$ cat src/sv/ert_pkg.sv
`default_nettype none

package ert_pkg;

    // Table geometry
    localparam int MAX_SLOTS  = 16;
    localparam int SLOT_W     = (MAX_SLOTS > 1) ? $clog2(MAX_SLOTS) : 1;
    localparam int CNT_W      = $clog2(MAX_SLOTS + 1);
    localparam int SLOT_OUT_W = 4;

    // Field widths
    localparam int SEQ_W     = 16;
    localparam int IP_W      = 32;
    localparam int TIME_W    = 32;
    localparam int TMO_W     = 16;
    localparam int MAXS_W    = 5;
    localparam int EV_W      = 3;
    localparam int CMD_W     = 2;

    // Configuration port
    localparam int ADDR_W      = 3;
    localparam int DATA_W      = 32;
    localparam int REG_IDX_LSB = 2;

    localparam logic REG_MAX_SLOTS = 1'b0;
    localparam logic REG_TIMEOUT   = 1'b1;

    localparam logic [MAXS_W-1:0] MAX_SLOTS_RST = MAXS_W'(16);
    localparam logic [TMO_W-1:0]  TIMEOUT_RST   = TMO_W'(1000);

    // Command codes
    localparam logic [CMD_W-1:0] CMD_SEND  = 2'd0;
    localparam logic [CMD_W-1:0] CMD_REPLY = 2'd1;
    localparam logic [CMD_W-1:0] CMD_TICK  = 2'd2;

    // Event codes
    localparam logic [EV_W-1:0] EV_SENT      = 3'd0;
    localparam logic [EV_W-1:0] EV_REFUSED   = 3'd1;
    localparam logic [EV_W-1:0] EV_MATCHED   = 3'd2;
    localparam logic [EV_W-1:0] EV_UNMATCHED = 3'd3;
    localparam logic [EV_W-1:0] EV_TIMEOUT   = 3'd4;

    localparam logic [SEQ_W-1:0]  SEQ_NONE = '1;
    localparam logic [TIME_W-1:0] RTT_NONE = '1;

    typedef enum logic [2:0] {
        ST_IDLE,
        ST_SEND_MOD,
        ST_SEND_SCAN,
        ST_REPLY_SCAN,
        ST_TICK_SCAN,
        ST_FINISH
    } seq_state_t;

    typedef struct packed {
        logic [SEQ_W-1:0]  seq;
        logic [IP_W-1:0]   peer;
        logic [TIME_W-1:0] sent_at;
    } slot_entry_t;

    typedef struct packed {
        logic              en;
        logic [SLOT_W-1:0] addr;
        slot_entry_t       data;
    } slot_wr_t;

    typedef struct packed {
        logic              en;
        logic [SLOT_W-1:0] addr;
    } slot_clr_t;

    typedef struct packed {
        logic [EV_W-1:0]       event_res;
        logic [SEQ_W-1:0]      seq_number;
        logic [SLOT_OUT_W-1:0] slot;
        logic [IP_W-1:0]       peer_ip;
        logic [TIME_W-1:0]     round_trip;
    } result_t;

endpackage

`default_nettype wire

$ cat src/sv/ert_req_if.sv
`default_nettype none

interface ert_req_if;
    logic        valid;
    logic        ready;
    logic [1:0]  command;
    logic [31:0] dest_ip;
    logic [15:0] reply_seqno;

    modport source (output valid, command, dest_ip, reply_seqno, input ready);
    modport sink   (input valid, command, dest_ip, reply_seqno, output ready);
endinterface

`default_nettype wire

$ cat src/sv/ert_rsp_if.sv
`default_nettype none

interface ert_rsp_if;
    logic        valid;
    logic        ready;
    logic [2:0]  event_res;
    logic [15:0] seq_number;
    logic [3:0]  slot;
    logic [31:0] peer_ip;
    logic [31:0] round_trip;
    logic        last;

    modport source (output valid, event_res, seq_number, slot, peer_ip, round_trip,
                    last, input ready);
    modport sink   (input valid, event_res, seq_number, slot, peer_ip, round_trip,
                    last, output ready);
endinterface

`default_nettype wire

$ cat src/sv/ert_slot_table.sv
`default_nettype none

module ert_slot_table (
    input  logic                             clk,
    input  logic                             rst_n,
    input  ert_pkg::slot_wr_t                wr,
    input  ert_pkg::slot_clr_t               clr,
    input  logic [ert_pkg::SLOT_W-1:0]       rd_addr,
    output ert_pkg::slot_entry_t             rd_data,
    output logic [ert_pkg::MAX_SLOTS-1:0]    valid
);
    import ert_pkg::*;

    slot_entry_t           mem [MAX_SLOTS];
    slot_entry_t           rd_data_reg;
    logic [MAX_SLOTS-1:0]  valid_reg;
    logic [MAX_SLOTS-1:0]  valid_next;

    // Entry store, one write and one registered read
    always_ff @(posedge clk)
    begin
        if (wr.en)
        begin
            mem[wr.addr] <= wr.data;
        end
        rd_data_reg <= mem[rd_addr];
    end

    // Live flags: set on a send, cleared on match or expiry
    always_comb
    begin
        valid_next = valid_reg;
        if (wr.en)
        begin
            valid_next[wr.addr] = 1'b1;
        end
        if (clr.en)
        begin
            valid_next[clr.addr] = 1'b0;
        end
    end

    always_ff @(posedge clk or negedge rst_n)
    begin
        if (!rst_n)
        begin
            valid_reg <= '0;
        end
        else
        begin
            valid_reg <= valid_next;
        end
    end

    assign rd_data = rd_data_reg;
    assign valid   = valid_reg;

endmodule

`default_nettype wire

$ cat src/sv/ert_age_unit.sv
`default_nettype none

module ert_age_unit (
    input  logic [ert_pkg::TIME_W-1:0] now_ticks,
    input  logic [ert_pkg::TIME_W-1:0] sent_at,
    input  logic [ert_pkg::TMO_W-1:0]  timeout_ticks,
    output logic [ert_pkg::TIME_W-1:0] elapsed,
    output logic                       expired
);
    import ert_pkg::*;

    // Age modulo 2^32, compared against the timeout
    assign elapsed = now_ticks - sent_at;
    assign expired = (elapsed >= TIME_W'(timeout_ticks));

endmodule

`default_nettype wire

$ cat src/sv/ert_sequencer.sv
`default_nettype none

module ert_sequencer (
    input  logic                           clk,
    input  logic                           rst_n,
    ert_req_if.sink                        req,
    ert_rsp_if.source                      rsp,
    input  logic [ert_pkg::MAXS_W-1:0]     max_slots,
    input  logic [ert_pkg::TMO_W-1:0]      timeout_ticks,
    output ert_pkg::slot_wr_t              wr,
    output ert_pkg::slot_clr_t             clr,
    output logic [ert_pkg::SLOT_W-1:0]     rd_addr,
    input  ert_pkg::slot_entry_t           rd_data,
    input  logic [ert_pkg::MAX_SLOTS-1:0]  valid
);
    import ert_pkg::*;

    localparam logic [SLOT_W-1:0] IDX_LAST = SLOT_W'(MAX_SLOTS - 1);

    seq_state_t           state_reg, state_next;
    logic [SLOT_W-1:0]    idx_reg, idx_next;
    logic [CNT_W-1:0]     steps_reg, steps_next;
    logic [CNT_W-1:0]     mod_reg, mod_next;
    logic [TIME_W-1:0]    now_reg, now_next;
    logic [SEQ_W-1:0]     last_seq_reg, last_seq_next;
    logic [SLOT_W-1:0]    last_slot_reg, last_slot_next;
    logic                 held_valid_reg, held_valid_next;
    result_t              held_reg, held_next;
    logic                 out_valid_reg, out_valid_next;
    result_t              out_reg, out_next;
    logic                 out_last_reg, out_last_next;
    logic [IP_W-1:0]      dest_reg;
    logic [SEQ_W-1:0]     rseq_reg;

    logic [CNT_W-1:0]     cnt;
    logic                 accept;
    logic                 out_free;
    logic [TIME_W-1:0]    elapsed;
    logic                 expired;
    logic                 hit;
    logic [SEQ_W-1:0]     new_seq;

    // Shared age subtractor
    ert_age_unit u_age (
        .now_ticks     (now_reg),
        .sent_at       (rd_data.sent_at),
        .timeout_ticks (timeout_ticks),
        .elapsed       (elapsed),
        .expired       (expired)
    );

    // Slots in use, clamped to 1..MAX_SLOTS
    always_comb
    begin
        if (max_slots == '0)
        begin
            cnt = CNT_W'(1);
        end
        else if (32'(max_slots) > 32'(MAX_SLOTS))
        begin
            cnt = CNT_W'(MAX_SLOTS);
        end
        else
        begin
            cnt = CNT_W'(max_slots);
        end
    end

    assign accept   = req.valid && req.ready;
    assign out_free = !out_valid_reg || rsp.ready;
    assign hit      = valid[idx_reg] && expired;
    assign new_seq  = last_seq_reg + SEQ_W'(1);

    // Next state and datapath control
    always_comb
    begin
        state_next      = state_reg;
        idx_next        = idx_reg;
        steps_next      = steps_reg;
        mod_next        = mod_reg;
        now_next        = now_reg;
        last_seq_next   = last_seq_reg;
        last_slot_next  = last_slot_reg;
        held_valid_next = held_valid_reg;
        held_next       = held_reg;
        out_valid_next  = out_valid_reg;
        out_next        = out_reg;
        out_last_next   = out_last_reg;
        wr              = '0;
        clr.en          = 1'b0;
        clr.addr        = idx_reg;

        if (out_valid_reg && rsp.ready)
        begin
            out_valid_next = 1'b0;
        end

        unique case (state_reg)
            ST_IDLE:
            begin
                idx_next = '0;
                if (accept)
                begin
                    case (req.command)
                        CMD_SEND:
                        begin
                            mod_next   = CNT_W'(last_slot_reg) + CNT_W'(1);
                            state_next = ST_SEND_MOD;
                        end
                        CMD_REPLY:
                        begin
                            state_next = ST_REPLY_SCAN;
                        end
                        CMD_TICK:
                        begin
                            now_next   = now_reg + TIME_W'(1);
                            state_next = ST_TICK_SCAN;
                        end
                        default:
                        begin
                            state_next = ST_IDLE;
                        end
                    endcase
                end
            end

            // First candidate: (last_slot + 1) mod cnt by repeated subtraction
            ST_SEND_MOD:
            begin
                if (mod_reg >= cnt)
                begin
                    mod_next = mod_reg - cnt;
                end
                else
                begin
                    idx_next   = mod_reg[SLOT_W-1:0];
                    steps_next = cnt;
                    state_next = ST_SEND_SCAN;
                end
            end

            // Round-robin search for a free slot
            ST_SEND_SCAN:
            begin
                if (!valid[idx_reg])
                begin
                    wr.en                = 1'b1;
                    wr.addr              = idx_reg;
                    wr.data.seq          = new_seq;
                    wr.data.peer         = dest_reg;
                    wr.data.sent_at      = now_reg;
                    last_slot_next       = idx_reg;
                    last_seq_next        = new_seq;
                    held_valid_next      = 1'b1;
                    held_next.event_res  = EV_SENT;
                    held_next.seq_number = new_seq;
                    held_next.slot       = SLOT_OUT_W'(idx_reg);
                    held_next.peer_ip    = dest_reg;
                    held_next.round_trip = '0;
                    state_next           = ST_FINISH;
                end
                else if (steps_reg == CNT_W'(1))
                begin
                    held_valid_next      = 1'b1;
                    held_next.event_res  = EV_REFUSED;
                    held_next.seq_number = SEQ_NONE;
                    held_next.slot       = '0;
                    held_next.peer_ip    = '0;
                    held_next.round_trip = '0;
                    state_next           = ST_FINISH;
                end
                else
                begin
                    steps_next = steps_reg - CNT_W'(1);
                    if (CNT_W'(idx_reg) + CNT_W'(1) == cnt)
                    begin
                        idx_next = '0;
                    end
                    else
                    begin
                        idx_next = idx_reg + SLOT_W'(1);
                    end
                end
            end

            // Lowest live slot holding the reply's number
            ST_REPLY_SCAN:
            begin
                if (valid[idx_reg] && (rd_data.seq == rseq_reg))
                begin
                    clr.en               = 1'b1;
                    held_valid_next      = 1'b1;
                    held_next.event_res  = EV_MATCHED;
                    held_next.seq_number = rseq_reg;
                    held_next.slot       = SLOT_OUT_W'(idx_reg);
                    held_next.peer_ip    = rd_data.peer;
                    held_next.round_trip = elapsed;
                    state_next           = ST_FINISH;
                end
                else if (idx_reg == IDX_LAST)
                begin
                    held_valid_next      = 1'b1;
                    held_next.event_res  = EV_UNMATCHED;
                    held_next.seq_number = rseq_reg;
                    held_next.slot       = '0;
                    held_next.peer_ip    = '0;
                    held_next.round_trip = '0;
                    state_next           = ST_FINISH;
                end
                else
                begin
                    idx_next = idx_reg + SLOT_W'(1);
                end
            end

            // Expiry sweep; a found expiry pushes the previous one out
            ST_TICK_SCAN:
            begin
                if (!(hit && held_valid_reg && !out_free))
                begin
                    if (hit)
                    begin
                        if (held_valid_reg)
                        begin
                            out_valid_next = 1'b1;
                            out_next       = held_reg;
                            out_last_next  = 1'b0;
                        end
                        clr.en               = 1'b1;
                        held_valid_next      = 1'b1;
                        held_next.event_res  = EV_TIMEOUT;
                        held_next.seq_number = rd_data.seq;
                        held_next.slot       = SLOT_OUT_W'(idx_reg);
                        held_next.peer_ip    = rd_data.peer;
                        held_next.round_trip = RTT_NONE;
                    end
                    if (idx_reg == IDX_LAST)
                    begin
                        state_next = ST_FINISH;
                    end
                    else
                    begin
                        idx_next = idx_reg + SLOT_W'(1);
                    end
                end
            end

            // Final transaction of the item carries last
            ST_FINISH:
            begin
                if (!held_valid_reg)
                begin
                    state_next = ST_IDLE;
                end
                else if (out_free)
                begin
                    out_valid_next  = 1'b1;
                    out_next        = held_reg;
                    out_last_next   = 1'b1;
                    held_valid_next = 1'b0;
                    state_next      = ST_IDLE;
                end
            end

            default:
            begin
                state_next = ST_IDLE;
            end
        endcase
    end

    // Read address runs one step ahead of the index
    assign rd_addr = idx_next;

    // Control state
    always_ff @(posedge clk or negedge rst_n)
    begin
        if (!rst_n)
        begin
            state_reg      <= ST_IDLE;
            idx_reg        <= '0;
            steps_reg      <= '0;
            mod_reg        <= '0;
            now_reg        <= '0;
            last_seq_reg   <= '0;
            last_slot_reg  <= '0;
            held_valid_reg <= 1'b0;
            out_valid_reg  <= 1'b0;
        end
        else
        begin
            state_reg      <= state_next;
            idx_reg        <= idx_next;
            steps_reg      <= steps_next;
            mod_reg        <= mod_next;
            now_reg        <= now_next;
            last_seq_reg   <= last_seq_next;
            last_slot_reg  <= last_slot_next;
            held_valid_reg <= held_valid_next;
            out_valid_reg  <= out_valid_next;
        end
    end

    // Payload registers
    always_ff @(posedge clk)
    begin
        held_reg     <= held_next;
        out_reg      <= out_next;
        out_last_reg <= out_last_next;
        if (accept)
        begin
            dest_reg <= req.dest_ip;
            rseq_reg <= req.reply_seqno;
        end
    end

    assign req.ready      = (state_reg == ST_IDLE);
    assign rsp.valid      = out_valid_reg;
    assign rsp.event_res  = out_reg.event_res;
    assign rsp.seq_number = out_reg.seq_number;
    assign rsp.slot       = out_reg.slot;
    assign rsp.peer_ip    = out_reg.peer_ip;
    assign rsp.round_trip = out_reg.round_trip;
    assign rsp.last       = out_last_reg;

endmodule

`default_nettype wire

$ cat src/sv/echo_request_tracker.sv
// Echo request tracker: keeps up to 16 outstanding echo requests with a
// 16-bit wrapping sequence number, peer address and send time each. A send
// first finds its start position, (last_slot + 1) mod slots-in-use, by
// repeated subtraction, then probes slots round-robin from there, at most
// the slots in use. A reply visits slots in ascending order up to and
// including the match, all 16 when unmatched. A tick visits every slot once
// through the table's single registered read port and the shared age
// subtractor. Tick results for several expiries leave one per transaction in
// ascending slot order, the final one marked with last; a stalled result
// port holds the sweep and the final transaction. No item is accepted while
// one is in work. There is no clearing pass after reset. Configuration
// (max_slots at 0x0, timeout_ticks at 0x4) is to be written by the user
// only while the block is idle; the block itself does not enforce this.
`default_nettype none

module echo_request_tracker (
    input  logic                           clk,
    input  logic                           rst_n,
    ert_req_if.sink                        req,
    ert_rsp_if.source                      rsp,
    input  logic                           psel,
    input  logic                           penable,
    input  logic                           pwrite,
    input  logic [ert_pkg::ADDR_W-1:0]     paddr,
    input  logic [ert_pkg::DATA_W-1:0]     pwdata,
    output logic [ert_pkg::DATA_W-1:0]     prdata,
    output logic                           pready
);
    import ert_pkg::*;

    logic [MAXS_W-1:0]     max_slots_reg;
    logic [TMO_W-1:0]      timeout_reg;
    logic                  cfg_wr;
    logic                  reg_sel;
    slot_wr_t              wr;
    slot_clr_t             clr;
    logic [SLOT_W-1:0]     rd_addr;
    slot_entry_t           rd_data;
    logic [MAX_SLOTS-1:0]  valid;

    // Configuration registers
    assign pready  = 1'b1;
    assign cfg_wr  = psel && penable && pwrite && pready;
    assign reg_sel = paddr[REG_IDX_LSB];

    always_ff @(posedge clk or negedge rst_n)
    begin
        if (!rst_n)
        begin
            max_slots_reg <= MAX_SLOTS_RST;
            timeout_reg   <= TIMEOUT_RST;
        end
        else if (cfg_wr)
        begin
            unique case (reg_sel)
                REG_MAX_SLOTS: max_slots_reg <= pwdata[MAXS_W-1:0];
                REG_TIMEOUT:   timeout_reg   <= pwdata[TMO_W-1:0];
                default:       max_slots_reg <= max_slots_reg;
            endcase
        end
    end

    // Register read-back
    always_comb
    begin
        unique case (reg_sel)
            REG_MAX_SLOTS: prdata = DATA_W'(max_slots_reg);
            REG_TIMEOUT:   prdata = DATA_W'(timeout_reg);
            default:       prdata = '0;
        endcase
    end

    ert_sequencer u_seq (
        .clk           (clk),
        .rst_n         (rst_n),
        .req           (req),
        .rsp           (rsp),
        .max_slots     (max_slots_reg),
        .timeout_ticks (timeout_reg),
        .wr            (wr),
        .clr           (clr),
        .rd_addr       (rd_addr),
        .rd_data       (rd_data),
        .valid         (valid)
    );

    ert_slot_table u_table (
        .clk     (clk),
        .rst_n   (rst_n),
        .wr      (wr),
        .clr     (clr),
        .rd_addr (rd_addr),
        .rd_data (rd_data),
        .valid   (valid)
    );

endmodule

`default_nettype wire
$ cat src/flat_wrapper.sv
// flat-port wrapper written by rule: the top's interface ports become plain ports
module echo_request_tracker_flat import ert_pkg::*;
  (clk, rst_n, psel, penable, pwrite, paddr, pwdata, prdata, pready, req_valid, req_command, req_dest_ip, req_reply_seqno, req_ready, rsp_valid, rsp_event_res, rsp_seq_number, rsp_slot, rsp_peer_ip, rsp_round_trip, rsp_last, rsp_ready);
  ert_req_if req_i ();
  ert_rsp_if rsp_i ();
  input  logic clk;
  input  logic rst_n;
  input  logic psel;
  input  logic penable;
  input  logic pwrite;
  input  logic [ert_pkg::ADDR_W-1:0] paddr;
  input  logic [ert_pkg::DATA_W-1:0] pwdata;
  output logic [ert_pkg::DATA_W-1:0] prdata;
  output logic pready;
  input wire logic [$bits(req_i.valid)-1:0] req_valid;
  input wire logic [$bits(req_i.command)-1:0] req_command;
  input wire logic [$bits(req_i.dest_ip)-1:0] req_dest_ip;
  input wire logic [$bits(req_i.reply_seqno)-1:0] req_reply_seqno;
  output wire logic [$bits(req_i.ready)-1:0] req_ready;
  output wire logic [$bits(rsp_i.valid)-1:0] rsp_valid;
  output wire logic [$bits(rsp_i.event_res)-1:0] rsp_event_res;
  output wire logic [$bits(rsp_i.seq_number)-1:0] rsp_seq_number;
  output wire logic [$bits(rsp_i.slot)-1:0] rsp_slot;
  output wire logic [$bits(rsp_i.peer_ip)-1:0] rsp_peer_ip;
  output wire logic [$bits(rsp_i.round_trip)-1:0] rsp_round_trip;
  output wire logic [$bits(rsp_i.last)-1:0] rsp_last;
  input wire logic [$bits(rsp_i.ready)-1:0] rsp_ready;
  assign req_i.valid = req_valid;
  assign req_i.command = req_command;
  assign req_i.dest_ip = req_dest_ip;
  assign req_i.reply_seqno = req_reply_seqno;
  assign req_ready = req_i.ready;
  assign rsp_valid = rsp_i.valid;
  assign rsp_event_res = rsp_i.event_res;
  assign rsp_seq_number = rsp_i.seq_number;
  assign rsp_slot = rsp_i.slot;
  assign rsp_peer_ip = rsp_i.peer_ip;
  assign rsp_round_trip = rsp_i.round_trip;
  assign rsp_last = rsp_i.last;
  assign rsp_i.ready = rsp_ready;
  echo_request_tracker u_core (.clk(clk), .rst_n(rst_n), .req(req_i), .rsp(rsp_i), .psel(psel), .penable(penable), .pwrite(pwrite), .paddr(paddr), .pwdata(pwdata), .prdata(prdata), .pready(pready));
endmodule
$ cat config.mk
export PLATFORM = sky130hd
export DESIGN_NAME = echo_request_tracker_flat
export DESIGN_NICKNAME = d
export VERILOG_FILES = /design/src/sv/ert_pkg.sv /design/src/sv/ert_req_if.sv /design/src/sv/ert_rsp_if.sv /design/src/sv/ert_slot_table.sv /design/src/sv/ert_age_unit.sv /design/src/sv/ert_sequencer.sv /design/src/sv/echo_request_tracker.sv /design/src/flat_wrapper.sv
export SDC_FILE = /design/constraint.sdc
export NUM_CORES = 2
export LEC_CHECK = 0
export BUFFER_PORTS_ARGS = -buffer_cell sky130_fd_sc_hd__buf_2
export CAP_MARGIN = 15
export CORE_ASPECT_RATIO = 0.5
export CORE_UTILIZATION = 26
export DETAILED_ROUTE_END_ITERATION = 7
export MAX_ROUTING_LAYER = met4
export PLACE_DENSITY_LB_ADDON = 0.25
export SETUP_SLACK_MARGIN = 0.15
export SKIP_CTS_REPAIR_TIMING = 1
export SKIP_LAST_GASP = 1
export SLEW_MARGIN = 20
export SYNTH_ARGS = -nofsm -noshare
export SYNTH_HDL_FRONTEND = slang
export SYNTH_SLANG_ARGS = --single-unit
$ cat constraint.sdc
create_clock -name clk -period 16.25 [get_ports clk]
set_input_delay 1.625 -clock clk [delete_from_list [all_inputs] [get_ports clk]]
set_output_delay 1.625 -clock clk [all_outputs]
set_load 0.01 [all_outputs]
==> impl_results.md <==
- DIE WIDTH: about 720 µm
- Vias in the first global route: roughly 37000
- Mapped Cells: 3717
- Final hold violation count: 0
- Ys Warns: 0
- Startpoint types: register
- Clock sink total: about 1700
- Routed wire length: 186200 µm
- H-tree depth: 4
- GRT Overall Usage: 14.40%
- Worst r2r src: u_core.u_seq.now_reg[3]
- Post-route ant nets: 0
- Worst slew margin: 23.00%
- Commonest non-fill, non-tap cell in the layout: edfxtp_1
- HPWL Detailed: 101800 µm
- Synth Cell Area: 67090 µm²
- Library cells used by synthesis: 84
- Top FF cell, synth: edfxtp_1
- Max_cap viols: 0
- Status: complete, no violations
- IO Pins: 215
- Sequential cell fraction of total power: 38.4%
- Period utilization: 49.62%
- Initial antenna violation count: 4
- Worst Min Path Start: u_core.u_seq.held_reg[32]
- Psw: 5034 µW
- P&R area growth vs syn: 15.22%
- Worst-case clock buffer depth: 4
- Register area share after synthesis: 73.70%
- Combinational share of power: 35.3%
- Max VDD drop: 0.0002536 V
- Pint: 9636 µW
- DR pass1 iterations: 7
- Setup CP Type: reg2reg
- Clock skew: 0.1148 ns
- Clock-pin slew on the worst setup and hold paths: 0.06 ns
- Worst slew pin tran: 1.155 ns
- GP Congestion: 0.8263
- Layout cells sized above 1: 22.26%
- Hold WC Path Type: reg2reg
- Element type at the critical path end: register
- Sw Share: 34.32%
- Drt via density: 4.782
- DRC: 0
- Post-layout min period: around 8.1 ns
- Setup tns final: 0 ns
- Via count: approximately 36000
- Starting Density: 26.24%
- Core Area: roughly 260000 µm²
- Req. time, crit path: between 15 and 20 ns
- Port-buffer cells: 179
- Clk_lat worst skew: between 0.8 and 0.9 ns
- FFs w/ async S/R, synth: approximately 6.4%
- Yosys reg bits: 1691
- CTS tree: built
- Number of flip-flops in the largest register: between 1000 and 1500
- Crit path largest cell delay: just under 0.9 ns
- Min Hold Slack: 0.4112 ns
- Die Span Y: between 300 and 400 µm
- Pin count of the biggest net entering global routing: 138
- Worst Path Arrival: approximately 8.7 ns
- CTS Buf Count: 171
- Clock network fraction of design power: approximately a quarter
- CP Cell Sequence: ha_1 > and2_1 > a221o_1 > o21ba_1 > nor2b_1 > o21ai_0 > xor2_1 > ha_1 > a21o_1 > a21o_1 > a21oi_1 > o21ai_0 > a21oi_1 > o2111ai_1 > nor4_2 > a31oi_4 > and3_1 > o22ai_4 > buf_12 > buf_4 > mux4_2 > nand3_1 > nand4_1
- Pins Over Slew Limit: 0
- Max Freq: between 100 and 150 MHz
- Unrepaired setup endpoints after global routing: no
- Post-placement cell count: between 7000 and 8000
- Leak: 0.02612 µW
- Initial DRC count: slightly above 3000
- Layout Cells excl Fill: ~7500
- Avg Inst Size Synth: 18.05 µm²
- Slowest stage cell, crit path: buf_4
- NumNets Final: 4087
- Die area: 260200 µm²
- Critical Path Fanout Max: 137
- Tot Pwr: 14670 µW
- Routed WL per cell: between 20 and 25 µm
- Most frequent cells in the layout: edfxtp_1 (1503), nand3_1 (355), mux4_2 (324)
- Number of synthesized flops with an enable pin: roughly 1500
- Fillers: 25010
- FP Rows: 131
- Finish-stage setup viols: 0
- PD cells: 189.8 nW/µm²
- Overflow after GRT: 0
- Crit path from: u_core.u_seq.now_reg[3]
- Global-route wire length before repair: 267800 µm
- Clock root cell: clkbuf_16
## logic make-up (layout without fill, tap and decap cells)
group | count (synthesis) | count (layout) | synth area share, %
flip-flops | 1691 | 1691 | 73.70
AND/OR/NAND/NOR | 848 | 848 | 6.497
multiplexers | 357 | 357 | 11.42
AO/OA/AOI/OAI | 340 | 340 | 3.562
buffers and inverters | 312 | 645 | 2.258
XOR/XNOR | 104 | 104 | 1.358
adder cells (fa/ha/maj) | 63 | 63 | 1.197
other | 2 | 20 | 0.01119
## worst paths after layout
path / slack, ns / cells after the start / end
worst max-delay path: 8.19 / 23 / u_core.u_table.rd_data[1]
worst max register to register: 8.19 / 23 / u_core.u_table.rd_data[1]
min in group asynchronous: 0.90 / 1 / u_core.u_seq.state_reg[0]
max in group asynchronous: 13.89 / 2 / u_core.u_seq.last_seq_reg[0]
worst min-delay path: 0.41 / 0 / u_core.u_seq.rsp.peer_ip[0]
worst min register to register: 0.41 / 0 / u_core.u_seq.rsp.peer_ip[0]
## routing by layer
metal / up-vias / routed length (µm) / GRT usage, % / part of all wire, %
met5: - / 0 / - / 0
met4: 0 / 5446 / 4.204 / 2.9
met3: 288 / 8683 / 2.048 / 4.7
met2: 930 / 91380 / 23.93 / 49
met1: 19140 / 80650 / 18.38 / 43
li1: 15310 / - / - / -
## power by group through the flow
stage          combinational (µW)  clock (µW)  sequential [µW]
2_1_floorplan                3810           0             5650
3_5_place_dp                 5280           0             5730
4_1_cts                      5300        3970             5650
3_3_place_gp                 5260           0             5720
6_report                     5180        3860             5630
5_1_grt                      5620        4130             5670
## cell usage after synthesis, types with 11 or more instances
library cell | number | area share [%]
nand2b_1 | 12 | 0.11
dfxtp_1 | 80 | 2.4
nor2_1 | 97 | 0.54
buf_2 | 22 | 0.16
mux4_2 | 324 | 11
o31ai_1 | 11 | 0.12
and2_1 | 22 | 0.21
a21oi_1 | 84 | 0.63
nor3_1 | 27 | 0.20
o21ai_0 | 66 | 0.49
buf_1 | 26 | 0.15
nand2_1 | 110 | 0.62
o22a_1 | 12 | 0.16
nand4_1 | 102 | 0.95
xor2_1 | 47 | 0.61
mux2_2 | 28 | 0.47
a31o_2 | 13 | 0.17
ha_1 | 61 | 1.1
edfxtp_1 | 1503 | 67
inv_1 | 74 | 0.41
nand3_1 | 355 | 2.6
dfrtp_1 | 101 | 3.8
clkbuf_1 | 131 | 0.73
buf_6 | 31 | 0.52
xnor2_1 | 57 | 0.74
nor2b_1 | 16 | 0.15
a22o_1 | 32 | 0.42
a21o_1 | 20 | 0.22
a221o_1 | 18 | 0.27
buf_4 | 22 | 0.25
and3_1 | 76 | 0.71
## stage by stage
stage	setup slack (ns)	instance area [µm²]	util [%]
finish	8.187	77300	30.23
global placement	8.084	71920	28.13
detailed placement	8.067	71930	28.13
floorplan	2.824	67150	-
CTS	8.095	77270	30.22
global route	7.595	77300	30.23
## final cells by class
| type | instances | area [µm²] | share of cell area [%] |
|---|---|---|---|
| Sequential cell | 1691 | 49450 | 63.96 |
| Multi-Input combinational cell | 1729 | 16380 | 21.19 |
| Clock buffer | 234 | 4679 | 6.053 |
| Timing Repair Buffer | 260 | 1569 | 2.030 |
| Clock inverter | 72 | 669.4 | 0.8659 |
| Tap cell | 3391 | 4243 | 5.488 |
| Antenna cell | 3 | 7.507 | 0.009711 |
| Inverter | 79 | 309.0 | 0.3998 |
## worst max-delay path: cells and delay by family, from the launching register on
kind	cells	cell delay [ns]
flops	1	0.47
simple gates	6	1.24
mux	1	0.43
fa+ha+maj	2	0.74
xor+xnor	1	0.48
compound gates	11	2.69
buf+inv	2	1.53
Power figures use the tool's default switching activity.
